<file path="config.mk">
export PLATFORM = sky130hd
export DESIGN_NAME = polygon_fan_triangulator
export DESIGN_NICKNAME = d
export VERILOG_FILES = /design/src/design/pft_pkg.sv /design/src/design/pft_in_stage.sv /design/src/design/pft_fan_core.sv /design/src/design/pft_out_stage.sv /design/src/design/polygon_fan_triangulator.sv
export SDC_FILE = /design/constraint.sdc
export NUM_CORES = 1
export LEC_CHECK = 0
export BUFFER_PORTS_ARGS = -buffer_cell sky130_fd_sc_hd__buf_2
export CORE_MARGIN = 8
export CORE_UTILIZATION = 50
export CTS_CLUSTER_DIAMETER = 120
export DETAILED_ROUTE_END_ITERATION = 10
export GPL_ROUTABILITY_DRIVEN = 0
export PLACE_DENSITY_LB_ADDON = 0.3
export SLEW_MARGIN = 30
export SYNTH_ARGS = -nofsm -noshare
export SYNTH_HDL_FRONTEND = slang
export SYNTH_SLANG_ARGS = --single-unit
</file>
<file path="constraint.sdc">
create_clock -name clk -period 13.5 [get_ports clk]
set_input_delay 2.7 -clock clk [delete_from_list [all_inputs] [get_ports clk]]
set_output_delay 2.7 -clock clk [all_outputs]
set_load 0.1 [all_outputs]
</file>
<file path="src/design/pft_pkg.sv">
// Shared types for the polygon fan triangulator.
// No dependencies; imported by every module of the block.
`default_nettype none

package pft_pkg;

  // Corners taken for the open polygon, saturating at the fan point.
  typedef enum logic [1:0] {
    CS_NONE = 2'd0,
    CS_ONE  = 2'd1,
    CS_FAN  = 2'd2
  } corner_cnt_t;

  // Per-beat marks that travel with a vertex.
  typedef struct packed {
    logic last_in_polygon;
    logic empty_face;
    logic start_of_mesh;
  } marks_t;

  // Pipeline handshake between the input register, the core and the output register.
  typedef struct packed {
    logic adv;   // output register can take a new value this cycle
    logic fire;  // input register item is consumed this cycle
  } pipe_ctl_t;

endpackage

`default_nettype wire

</file>
<file path="src/design/pft_in_stage.sv">
// Input register of the polygon fan triangulator: holds one accepted beat.
// Depends on pft_pkg for marks_t and pipe_ctl_t.
`default_nettype none

module pft_in_stage #(
  parameter int VIDX_W = 24
) (
  input  logic                   clk,
  input  logic                   rst_n,
  input  logic                   in_valid,
  output logic                   in_stall,
  input  logic [VIDX_W-1:0]      in_vertex_index,
  input  pft_pkg::marks_t        in_marks,
  input  pft_pkg::pipe_ctl_t     ctl,
  output logic                   s1_valid,
  output logic [VIDX_W-1:0]      s1_vertex,
  output pft_pkg::marks_t        s1_marks
);
  import pft_pkg::*;

  logic              valid_r, valid_nxt;
  logic [VIDX_W-1:0] vertex_r;
  marks_t            marks_r;
  logic              take;

  assign in_stall  = valid_r && !ctl.adv;
  assign take      = in_valid && !in_stall;
  assign valid_nxt = take || (valid_r && !ctl.fire);

  always_ff @(posedge clk) begin
    if (!rst_n) begin
      valid_r <= 1'b0;
    end else begin
      valid_r <= valid_nxt;
    end
  end

  always_ff @(posedge clk) begin
    if (take) begin
      vertex_r <= in_vertex_index;
      marks_r  <= in_marks;
    end
  end

  assign s1_valid  = valid_r;
  assign s1_vertex = vertex_r;
  assign s1_marks  = marks_r;

endmodule

`default_nettype wire

</file>
<file path="src/design/pft_fan_core.sv">
// Fan state and per-vertex step: apex, previous corner and the mesh counters.
// Depends on pft_pkg for corner_cnt_t, marks_t and pipe_ctl_t.
`default_nettype none

module pft_fan_core #(
  parameter int VIDX_W = 24,
  parameter int CNT_W  = 32
) (
  input  logic                clk,
  input  logic                rst_n,
  input  pft_pkg::pipe_ctl_t  ctl,
  input  logic [VIDX_W-1:0]   s1_vertex,
  input  pft_pkg::marks_t     s1_marks,
  output logic                emit,
  output logic [VIDX_W-1:0]   c0_vertex,
  output logic [VIDX_W-1:0]   c1_vertex,
  output logic [VIDX_W-1:0]   c2_vertex,
  output logic [CNT_W-1:0]    c0_offset,
  output logic [CNT_W-1:0]    c1_offset,
  output logic [CNT_W-1:0]    c2_offset,
  output logic [CNT_W-1:0]    poly_id,
  output logic [CNT_W-1:0]    tri_num
);
  import pft_pkg::*;

  corner_cnt_t       cs_r, cs_nxt, cs;
  logic [VIDX_W-1:0] apex_v_r, apex_v_nxt, apex_v;
  logic [VIDX_W-1:0] prev_v_r, prev_v_nxt, prev_v;
  logic [CNT_W-1:0]  apex_o_r, apex_o_nxt, apex_o;
  logic [CNT_W-1:0]  fv_r, fv_nxt, fv;
  logic [CNT_W-1:0]  poly_r, poly_nxt, poly;
  logic [CNT_W-1:0]  tri_r, tri_nxt, tri_c;

  // start of mesh clears everything before the beat is handled
  always_comb begin
    if (s1_marks.start_of_mesh) begin
      cs     = CS_NONE;
      apex_v = '0;
      prev_v = '0;
      apex_o = '0;
      fv     = '0;
      poly   = '0;
      tri_c  = '0;
    end else begin
      cs     = cs_r;
      apex_v = apex_v_r;
      prev_v = prev_v_r;
      apex_o = apex_o_r;
      fv     = fv_r;
      poly   = poly_r;
      tri_c  = tri_r;
    end
  end

  always_comb begin
    cs_nxt     = cs;
    apex_v_nxt = apex_v;
    prev_v_nxt = prev_v;
    apex_o_nxt = apex_o;
    fv_nxt     = fv;
    poly_nxt   = poly;
    tri_nxt    = tri_c;
    emit       = 1'b0;
    if (s1_marks.empty_face) begin
      cs_nxt   = CS_NONE;
      poly_nxt = poly + 1'b1;
    end else begin
      if (cs == CS_NONE) begin
        apex_v_nxt = s1_vertex;
        apex_o_nxt = fv;
      end
      emit       = (cs == CS_FAN);
      tri_nxt    = emit ? tri_c + 1'b1 : tri_c;
      prev_v_nxt = s1_vertex;
      fv_nxt     = fv + 1'b1;
      case (cs)
        CS_NONE: cs_nxt = CS_ONE;
        CS_ONE:  cs_nxt = CS_FAN;
        default: cs_nxt = CS_FAN;
      endcase
      if (s1_marks.last_in_polygon) begin
        cs_nxt   = CS_NONE;
        poly_nxt = poly + 1'b1;
      end
    end
  end

  assign c0_vertex = apex_v;
  assign c1_vertex = prev_v;
  assign c2_vertex = s1_vertex;
  assign c0_offset = apex_o;
  assign c1_offset = fv - 1'b1;
  assign c2_offset = fv;
  assign poly_id   = poly;
  assign tri_num   = tri_c;

  always_ff @(posedge clk) begin
    if (!rst_n) begin
      cs_r     <= CS_NONE;
      apex_v_r <= '0;
      prev_v_r <= '0;
      apex_o_r <= '0;
      fv_r     <= '0;
      poly_r   <= '0;
      tri_r    <= '0;
    end else if (ctl.fire) begin
      cs_r     <= cs_nxt;
      apex_v_r <= apex_v_nxt;
      prev_v_r <= prev_v_nxt;
      apex_o_r <= apex_o_nxt;
      fv_r     <= fv_nxt;
      poly_r   <= poly_nxt;
      tri_r    <= tri_nxt;
    end
  end

endmodule

`default_nettype wire

</file>
<file path="src/design/pft_out_stage.sv">
// Result register of the polygon fan triangulator: one triangle beat.
// Depends on pft_pkg for pipe_ctl_t.
`default_nettype none

module pft_out_stage #(
  parameter int VIDX_W = 24,
  parameter int CNT_W  = 32
) (
  input  logic               clk,
  input  logic               rst_n,
  input  logic               s1_valid,
  input  logic               emit,
  input  logic               out_stall,
  output pft_pkg::pipe_ctl_t ctl,
  input  logic [VIDX_W-1:0]  c0_vertex,
  input  logic [VIDX_W-1:0]  c1_vertex,
  input  logic [VIDX_W-1:0]  c2_vertex,
  input  logic [CNT_W-1:0]   c0_offset,
  input  logic [CNT_W-1:0]   c1_offset,
  input  logic [CNT_W-1:0]   c2_offset,
  input  logic [CNT_W-1:0]   poly_id,
  input  logic [CNT_W-1:0]   tri_num,
  output logic               out_valid,
  output logic [VIDX_W-1:0]  out_corner0_vertex,
  output logic [VIDX_W-1:0]  out_corner1_vertex,
  output logic [VIDX_W-1:0]  out_corner2_vertex,
  output logic [CNT_W-1:0]   out_corner0_offset,
  output logic [CNT_W-1:0]   out_corner1_offset,
  output logic [CNT_W-1:0]   out_corner2_offset,
  output logic [CNT_W-1:0]   out_polygon_id,
  output logic [CNT_W-1:0]   out_triangle_number
);
  import pft_pkg::*;

  logic              valid_r, valid_nxt;
  logic              load;
  logic [VIDX_W-1:0] c0v_r, c1v_r, c2v_r;
  logic [CNT_W-1:0]  c0o_r, c1o_r, c2o_r, pid_r, tnum_r;

  assign ctl.adv  = !valid_r || !out_stall;
  assign ctl.fire = s1_valid && ctl.adv;
  assign load     = ctl.fire && emit;
  assign valid_nxt = ctl.adv ? load : valid_r;

  always_ff @(posedge clk) begin
    if (!rst_n) begin
      valid_r <= 1'b0;
    end else begin
      valid_r <= valid_nxt;
    end
  end

  always_ff @(posedge clk) begin
    if (load) begin
      c0v_r  <= c0_vertex;
      c1v_r  <= c1_vertex;
      c2v_r  <= c2_vertex;
      c0o_r  <= c0_offset;
      c1o_r  <= c1_offset;
      c2o_r  <= c2_offset;
      pid_r  <= poly_id;
      tnum_r <= tri_num;
    end
  end

  assign out_valid           = valid_r;
  assign out_corner0_vertex  = c0v_r;
  assign out_corner1_vertex  = c1v_r;
  assign out_corner2_vertex  = c2v_r;
  assign out_corner0_offset  = c0o_r;
  assign out_corner1_offset  = c1o_r;
  assign out_corner2_offset  = c2o_r;
  assign out_polygon_id      = pid_r;
  assign out_triangle_number = tnum_r;

endmodule

`default_nettype wire

</file>
<file path="src/design/polygon_fan_triangulator.sv">
// Top level of the polygon fan triangulator: input register, fan core, result register.
// Depends on pft_pkg, pft_in_stage, pft_fan_core and pft_out_stage.
//
//   channel | direction | beat                                    | handshake
//   in_     | input     | vertex index + last/empty/start marks   | in_valid / in_stall
//   out_    | output    | fan triangle: 3 corners, ids, offsets   | out_valid / out_stall
//
// One vertex beat per cycle while in_stall is low; the fan core state updates per consumed beat.
// A triangle is on out_ once its vertex beat has gone from the input register into the result register.
// Synchronous active-low reset clears all counters, the open polygon and both valid flags.
// in_stall rises only while the input register is full and the result register is
// stalled with a pending triangle.
`default_nettype none

module polygon_fan_triangulator #(
  parameter int VERTEX_INDEX_BITS = 24,
  parameter int COUNTER_BITS      = 32
) (
  input  logic                         clk,
  input  logic                         rst_n,
  input  logic                         in_valid,
  output logic                         in_stall,
  input  logic [VERTEX_INDEX_BITS-1:0] in_vertex_index,
  input  logic                         in_last_in_polygon,
  input  logic                         in_empty_face,
  input  logic                         in_start_of_mesh,
  output logic                         out_valid,
  input  logic                         out_stall,
  output logic [VERTEX_INDEX_BITS-1:0] out_corner0_vertex,
  output logic [VERTEX_INDEX_BITS-1:0] out_corner1_vertex,
  output logic [VERTEX_INDEX_BITS-1:0] out_corner2_vertex,
  output logic [COUNTER_BITS-1:0]      out_corner0_offset,
  output logic [COUNTER_BITS-1:0]      out_corner1_offset,
  output logic [COUNTER_BITS-1:0]      out_corner2_offset,
  output logic [COUNTER_BITS-1:0]      out_polygon_id,
  output logic [COUNTER_BITS-1:0]      out_triangle_number
);
  import pft_pkg::*;

  marks_t                       in_marks;
  marks_t                       s1_marks;
  pipe_ctl_t                    ctl;
  logic                         s1_valid;
  logic [VERTEX_INDEX_BITS-1:0] s1_vertex;
  logic                         emit;
  logic [VERTEX_INDEX_BITS-1:0] c0_vertex, c1_vertex, c2_vertex;
  logic [COUNTER_BITS-1:0]      c0_offset, c1_offset, c2_offset, poly_id, tri_num;

  assign in_marks.last_in_polygon = in_last_in_polygon;
  assign in_marks.empty_face      = in_empty_face;
  assign in_marks.start_of_mesh   = in_start_of_mesh;

  pft_in_stage #(.VIDX_W(VERTEX_INDEX_BITS)) u_in (
    .clk             (clk),
    .rst_n           (rst_n),
    .in_valid        (in_valid),
    .in_stall        (in_stall),
    .in_vertex_index (in_vertex_index),
    .in_marks        (in_marks),
    .ctl             (ctl),
    .s1_valid        (s1_valid),
    .s1_vertex       (s1_vertex),
    .s1_marks        (s1_marks)
  );

  pft_fan_core #(.VIDX_W(VERTEX_INDEX_BITS), .CNT_W(COUNTER_BITS)) u_core (
    .clk       (clk),
    .rst_n     (rst_n),
    .ctl       (ctl),
    .s1_vertex (s1_vertex),
    .s1_marks  (s1_marks),
    .emit      (emit),
    .c0_vertex (c0_vertex),
    .c1_vertex (c1_vertex),
    .c2_vertex (c2_vertex),
    .c0_offset (c0_offset),
    .c1_offset (c1_offset),
    .c2_offset (c2_offset),
    .poly_id   (poly_id),
    .tri_num   (tri_num)
  );

  pft_out_stage #(.VIDX_W(VERTEX_INDEX_BITS), .CNT_W(COUNTER_BITS)) u_out (
    .clk                 (clk),
    .rst_n               (rst_n),
    .s1_valid            (s1_valid),
    .emit                (emit),
    .out_stall           (out_stall),
    .ctl                 (ctl),
    .c0_vertex           (c0_vertex),
    .c1_vertex           (c1_vertex),
    .c2_vertex           (c2_vertex),
    .c0_offset           (c0_offset),
    .c1_offset           (c1_offset),
    .c2_offset           (c2_offset),
    .poly_id             (poly_id),
    .tri_num             (tri_num),
    .out_valid           (out_valid),
    .out_corner0_vertex  (out_corner0_vertex),
    .out_corner1_vertex  (out_corner1_vertex),
    .out_corner2_vertex  (out_corner2_vertex),
    .out_corner0_offset  (out_corner0_offset),
    .out_corner1_offset  (out_corner1_offset),
    .out_corner2_offset  (out_corner2_offset),
    .out_polygon_id      (out_polygon_id),
    .out_triangle_number (out_triangle_number)
  );

  a_stall_needs_item: assert property (@(posedge clk) disable iff (!rst_n)
    in_stall |-> s1_valid)
    else $error("in_stall with empty input register");

  a_result_from_item: assert property (@(posedge clk) disable iff (!rst_n)
    $rose(out_valid) |-> $past(s1_valid))
    else $error("result beat without a source vertex");

  a_prev_offset: assert property (@(posedge clk) disable iff (!rst_n)
    out_valid |-> (out_corner1_offset == out_corner2_offset - 1'b1))
    else $error("previous corner offset not one below current");

endmodule

`default_nettype wire

</file>
==> run_results.csv, run 1 <==
group,metric,value,unit
hold_path,hp-class,"flip-flop to flip-flop",
yosys,yosys_warnings,0,
clock_network,cts-root-buf,"clkbuf_16",
yosys,async_reset_ff_share,0,%
final_layout,final_cell_mix,"264 x buf_2, 259 x edfxtp_1, 180 x dfxtp_1",
pwr,p_per_area,130.6,mW/mm²
job,max_cap_viol_count,0,
placement,place_area,0.01955,mm²
worst_setup_path,r2r-start,"u_in.s1_marks[0]$_DFFE_PP_",
worst_setup_path,cpMostUsedCell,"buf_2",
timing,period_needed,6.175,ns
worst_setup_path,max_stage_delay,0.44,ns
final_layout,syn2layout_area_growth,17.06,%
floorplan,fp.dieH,205.5,µm
global_route,grt_first_pass_wirelength,67750,µm
final_layout,post-route-util,59.24,%
worst_setup_path,r2r_cells,11,
timing,timing.hold.ws,0.4760,ns
clock_network,cts_setup_buffers,0,
clock_network,cts_tree,"done",
clock_network,clkTransAtPathRegs,0.06,ns
floorplan,fp-row-count,69,
worst_setup_path,cp-startpoint,"out_stall",
yosys,synth-edff-count,259,
pwr,switchingPower,0.5778,mW
floorplan,core_area,0.03548,mm²
floorplan,die_area,0.04224,mm²
status,status,"finished, final reports clean",
routing,via_per_inst,5.553,
yosys,synth_fp_nets,1586,
yosys,ys_seq_area_share,63.37,%
final_layout,fin_area,0.02102,mm²
worst_setup_path,worstPathArrival,3.47,ns
routing,detail_route.wl_per_cell,18.87,µm
worst_setup_path,cp-start-kind,"input port",
timing,tns,0,ns
global_route,grt_pass1_vias,12471,
routing,num_vias,12588,
timing,hold_viol_final,0,
clock_network,cts_buffers,44,
pwr,clockPowerShare,44.7,%
hold_path,min_from,"u_in.s1_vertex[12]$_DFFE_PP_",
worst_setup_path,path_max_fanout,4,
timing,setup_viol,0,
yosys,ys_types,74,
routing,remaining_drc_errors,0,
routing,drt-pass1-iter-count,5,
timing,tightest_slew,0.9174,ns
routing,wirelength,42770,µm
clock_network,clock_path_buffers,3,
worst_setup_path,cpLargestDelayFamily,"buffers and inverters",
floorplan,pin_count,265,
yosys,synth_top_family_by_area,"simple AND/OR/NAND/NOR gates",
yosys,ys.flop_type,"edfxtp_1",
pwr,p_comb_share,3.1,%
yosys,synth_seq_cells,439,
routing,drtIter0Drc,837,
final_layout,nets,1805,
final_layout,drive_gt1_share,21.76,%
pwr,irDropWorstVdd,0.0001181,V
clock_network,cts_hold_buf,0,
final_layout,nFillCells,2831,
yosys,postSynthAreaPerCell,11.58,µm²
timing,drv_slew,0,
clock_network,clock_latency,0.55,ns
pwr,p_sw_share,21.04,%
placement,portBuffers,264,
pwr,seq_power_share,52.2,%
yosys,synthAdderAreaFrac,0.2787,%
floorplan,die_w,205.5,µm
yosys,synth-compound-area-share,7.810,%
worst_setup_path,critical_path_required,10.80,ns
timing,clock.fmax,0.1619,GHz
yosys,synth_xor_area_share,3.316,%
timing,relSlewSlack,38.84,%
yosys,muxShareOfSynthArea,0.6828,%
clock_network,h-tree-depth,2,
timing,rsz0062_at_grt,"false",
timing,period_share,45.74,%
routing,drtAntennaViolNets,0,
yosys,synth_simple_gate_area_share,21.71,%
pwr,power_leakage,7.931,nW
global_route,antenna_found_initial,1,
worst_setup_path,cp-end-kind,"output pin",
worst_setup_path,worst-path-stages,3,
global_route,grt_overflow_total,0,
clock_network,ctsResizeCount,0,
pwr,power,2.746,mW
hold_path,whs_path_depth,0,
floorplan,start_util,50.61,%
clock_network,clock-sinks,439,
global_route,grt_max_degree,107,
global_route,track_usage,19.69,%
placement,dp_hpwl,28320,µm
yosys,netlist_instances,1551,
worst_setup_path,path_cells,"buf_2 > and3_1 > buf_2",
timing,fin_skew,0.02249,ns
worst_setup_path,crit_type,"input port to output pin",
pwr,intPower,2.168,mW
worst_setup_path,slowest_stage,"buf_2",
yosys,netlist_area,0.01796,mm²
final_layout,layout_commonest_cell,"buf_2",
final_layout,antenna_cells,0,
worst_setup_path,worst-path-buf-inv,2,
==> logic make-up (layout without fill, tap and decap cells) <==
logic type	Yosys count	count (layout)
muxes	12	12
xor gates and xnor gates	68	68
DFF	439	439
AOI/OAI and AO/OA	198	198
buffers and inverters	120	375
adders and majority gates	4	4
and+or+nand+nor	710	710
==> layout make-up <==
| cell class | count | area, µm² | share of cell area, % |
|---|---|---|---|
| clock buffers | 57 | 1191 | 5.666 |
| well taps | 461 | 576.8 | 2.744 |
| flip-flops and latches | 439 | 11380 | 54.14 |
| inverters | 15 | 61.31 | 0.2916 |
| multi-input cells | 992 | 6113 | 29.08 |
| clock inverters | 25 | 271.5 | 1.292 |
| repair buffers | 278 | 1426 | 6.785 |
==> Yosys cell counts, types with 4 or more instances <==
cell type,instances,area [µm²]
nor4_1,14,87.58
buf_1,6,22.52
a211o_1,4,35.03
o21ai_0,20,100.1
o31ai_1,6,45.04
nor4_4,6,127.6
dfxtp_1,180,3603
xor2_1,26,227.7
nor3_1,22,110.1
nand4b_1,4,35.03
clkbuf_1,72,270.3
and4b_1,8,80.08
o2111ai_1,4,35.03
edfxtp_1,259,7777
nand2_1,144,540.5
nor2_1,172,645.6
a21o_1,8,60.06
and4_1,7,61.31
ha_1,4,50.05
buf_2,21,105.1
nor2b_1,169,1057
or3_1,10,62.56
nor4_2,7,87.58
nand3_1,38,190.2
mux2i_1,10,100.1
a31o_2,6,52.55
nand3b_1,4,30.03
and2_1,20,125.1
nand4_1,38,237.7
o211ai_1,9,67.56
a21oi_1,30,150.1
xnor2_1,42,367.9
a22oi_1,86,645.6
inv_1,12,45.04
and3_1,23,143.9
==> worst reg2reg max path, stage by stage (launching register included) <==
cell and delay, ns:
edfxtp_1 0.35, buf_4 0.64, buf_4 0.80, inv_2 0.35, nand2_1 0.21, ha_1 0.16
buf_4 0.19, nor4b_1 0.31, nand4_1 0.21, a21boi_2 0.32, o311ai_0 0.39, o21ai_0 0.15
==> worst paths after layout <==
path / endpoint / slack, ns
setup reg to reg: u_out.out_corner1_offset[16]$_DFFE_PP_ / 9.17
setup / recovery: in_stall / 7.33
hold / removal: u_out.out_corner2_vertex[12]$_DFFE_PP_ / 0.48
hold reg to reg: u_out.out_corner2_vertex[12]$_DFFE_PP_ / 0.48
==> per-layer routing <==
layer | global-route usage, % | vias to the layer above | share of wire (%)
met1 | 25.67 | 6132 | 42
met2 | 33.24 | 404 | 49
met3 | 3.369 | 76 | 6.2
li1 | - | 5976 | -
met4 | 5.999 | 0 | 2.4
met5 | 0 | - | 0
==> stage by stage <==
step	cells	worst slack (ns)
after floorplan	1551	3.970
after global placement	2185	7.334
after detailed placement	2185	7.333
after CTS	2267	7.329
after global routing	2267	7.275
final	2267	7.325
==> power by group through the flow <==
| stage | registers (mW) | logic (mW) | clock network, mW |
|---|---|---|---|
| after floorplan | 1.46 | 0.0601 | 0 |
| after global placement | 1.46 | 0.0820 | 0 |
| after detailed placement | 1.46 | 0.0843 | 0 |
| after CTS | 1.43 | 0.0845 | 1.25 |
| after global routing | 1.43 | 0.0921 | 1.31 |
| final | 1.43 | 0.0839 | 1.23 |
==> flip-flops by register name (all words and copies together) (netlist names), 24 cells and up <==
signal,count
u_out.out_corner2_vertex,24
u_core.apex_o_r,32
u_out.out_corner0_vertex,24
u_core.fv_r,32
u_out.out_corner0_offset,32
u_out.out_polygon_id,32
u_out.out_corner2_offset,32
u_out.out_corner1_offset,32
u_out.out_triangle_number,32
u_core.apex_v_r,24
u_in.s1_vertex,24
u_core.tri_r,32
u_out.out_corner1_vertex,24
u_core.prev_v_r,24
u_core.poly_r,32
(Power assumes the default switching activity.)
==> inputs of run 2 (changes only) <==
==> constraint.sdc (replaced) <==
create_clock -name clk -period 5.8 [get_ports clk]
set_input_delay 1.16 -clock clk [delete_from_list [all_inputs] [get_ports clk]]
set_output_delay 1.16 -clock clk [all_outputs]
set_load 0.1 [all_outputs]
==> run_results.csv, run 2 (same netlist as run 1, synthesis figures left out) <==
group,metric,value,unit
timing,clock.fmax,0.3139,GHz
floorplan,fp-row-count,69,
floorplan,die_area,0.04224,mm²
final_layout,drive_gt1_share,21.91,%
clock_network,cts_tree,"done",
routing,remaining_drc_errors,0,
global_route,grt_use_met3,3.936,%
floorplan,pin_count,265,
clock_network,clock_path_buffers,3,
worst_setup_path,r2r_end,"u_out.out_corner2_offset[16]$_DFFE_PP_",
routing,drtAntennaViolNets,0,
final_layout,post-route-util,59.40,%
global_route,grt_pass1_vias,12296,
clock_network,clock-sinks,439,
clock_network,clock_latency,0.55,ns
worst_setup_path,critical_path_required,6.01,ns
placement,portBuffers,264,
pwr,clockPowerShare,45.0,%
clock_network,cts-root-buf,"clkbuf_16",
pwr,p_comb_share,3.1,%
final_layout,instances_no_fill,2264,
routing,detail_route.wl_per_cell,19.03,µm
final_layout,syn2layout_area_growth,17.36,%
pwr,p_per_area,304.6,mW/mm²
hold_path,hp-class,"flip-flop to flip-flop",
pwr,irDropWorstVdd,0.0002783,V
global_route,grt_first_pass_wirelength,67130,µm
global_route,grtUsageMet1,25.28,%
timing,relSlewSlack,38.69,%
pwr,p_sw_share,20.64,%
clock_network,cts_setup_buffers,0,
clock_network,ctsResizeCount,0,
worst_setup_path,cp-startpoint,"u_in.s1_marks[0]$_DFFE_PP_",
pwr,intPower,5.095,mW
clock_network,clkTransAtPathRegs,0.06,ns
floorplan,core_area,0.03548,mm²
timing,setup_viol,0,
hold_path,min_from,"u_core.poly_r[31]$_SDFFE_PN0P_",
final_layout,nets,1805,
floorplan,fp.dieH,205.5,µm
timing,tightest_slew,0.9196,ns
job,max_cap_viol_count,0,
routing,via_per_inst,5.593,
placement,dp_hpwl,28620,µm
placement,dpl.cell_count,2185,
global_route,track_usage,19.74,%
hold_path,whs_path_depth,2,
worst_setup_path,ff2ff_setup_slack,2.61,ns
pwr,switchingPower,1.325,mW
worst_setup_path,crit_type,"flip-flop to flip-flop",
global_route,grt_max_degree,163,
worst_setup_path,path_max_fanout,162,
status,status,"finished, final reports clean",
timing,hold_viol_final,0,
pwr,seq_power_share,52.0,%
worst_setup_path,cp-end-kind,"flip-flop",
routing,wirelength,43080,µm
final_layout,layout_commonest_cell,"buf_2",
worst_setup_path,r2r_cells,4,
global_route,busiest_layer,"met2",
global_route,antenna_found_initial,1,
final_layout,antenna_cells,0,
clock_network,cts_buffers,44,
routing,drtIter0Drc,825,
worst_setup_path,endpoint,"u_out.out_corner2_offset[16]$_DFFE_PP_",
final_layout,final_cell_mix,"264 x buf_2, 259 x edfxtp_1, 180 x dfxtp_1",
timing,fin_skew,0.01633,ns
global_route,use_met2,33.23,%
routing,num_vias,12662,
timing,drv_slew,0,
timing,tns,0,ns
pwr,power_leakage,7.951,nW
clock_network,h-tree-depth,2,
worst_setup_path,r2r-start,"u_in.s1_marks[0]$_DFFE_PP_",
floorplan,start_util,50.61,%
floorplan,die_w,205.5,µm
timing,rsz0062_at_grt,"false",
pwr,power,6.420,mW
timing,period_share,54.93,%
clock_network,cts_hold_buf,0,
worst_setup_path,cp-start-kind,"flip-flop",
global_route,grt_overflow_total,0,
timing,period_needed,3.186,ns
routing,drt-pass1-iter-count,5,
worst_setup_path,worstPathArrival,3.39,ns
## run 2: cell count changes in the layout (fill, tap and decap cells not counted), moves of 2 or more
| cell | delta |
|---|---|
| inv_6 | -3 |
| clkinvlp_4 | +3 |
| clkinv_4 | -4 |
| buf_12 | +3 |
| buf_4 | -3 |
| clkbuf_8 | +4 |
| clkbuf_16 | +2 |
| clkinv_1 | -4 |
## run 2: metrics by stage
stage / hold WS, ns / worst slack, ns / area [µm²]
after floorplan: 0.4513 / 0.4594 / 17960
after global placement: 0.4708 / 2.270 / 19580
after detailed placement: 0.4767 / 2.310 / 19590
after CTS: 0.4921 / 2.427 / 21070
after global routing: 0.5224 / 2.415 / 21080
final: 0.4857 / 2.614 / 21080
## run 2: layout make-up
| type | instances | area, µm² |
|---|---|---|
| clock buffer | 62 | 1292 |
| clock inverter | 17 | 192.7 |
| fill | 2852 | 14410 |
| inverter | 15 | 61.31 |
| multi-input combinational | 992 | 6108 |
| sequential | 439 | 11380 |
| tap | 461 | 576.8 |
| timing repair buffer | 278 | 1464 |
## run 2: worst min-delay path by stage
stage / to / slack [ns]
2_1_floorplan: u_out.out_corner2_vertex[0]$_DFFE_PP_ / 0.45
3_3_place_gp: u_core.prev_v_r[0]$_SDFFE_PN0P_ / 0.47
3_5_place_dp: u_core.prev_v_r[11]$_SDFFE_PN0P_ / 0.48
4_1_cts: u_core.poly_r[31]$_SDFFE_PN0P_ / 0.49
5_1_grt: u_out.out_corner2_vertex[11]$_DFFE_PP_ / 0.52
6_report: u_core.poly_r[31]$_SDFFE_PN0P_ / 0.49
## run 2: worst max-delay path, stage by stage (launching register included)
cell      delay [ns]
edfxtp_1        0.47
buf_12          0.24
nor4b_4         0.58
and2_4          0.83
buf_4           0.49
## run 2: per-layer routing
layer  wire (µm)  vias up
li1            -     5982
met1       18050     6200
met2       21030      400
met3        2809       78
met4        1182        2
met5           8        -
## run 2: power groups by stage
stage | clock network [mW] | registers (mW) | logic [mW]
CTS | 2.94 | 3.34 | 0.197
floorplan | 0 | 3.39 | 0.140
global placement | 0 | 3.40 | 0.192
detailed placement | 0 | 3.40 | 0.197
global route | 3.07 | 3.34 | 0.216
finish | 2.89 | 3.34 | 0.197
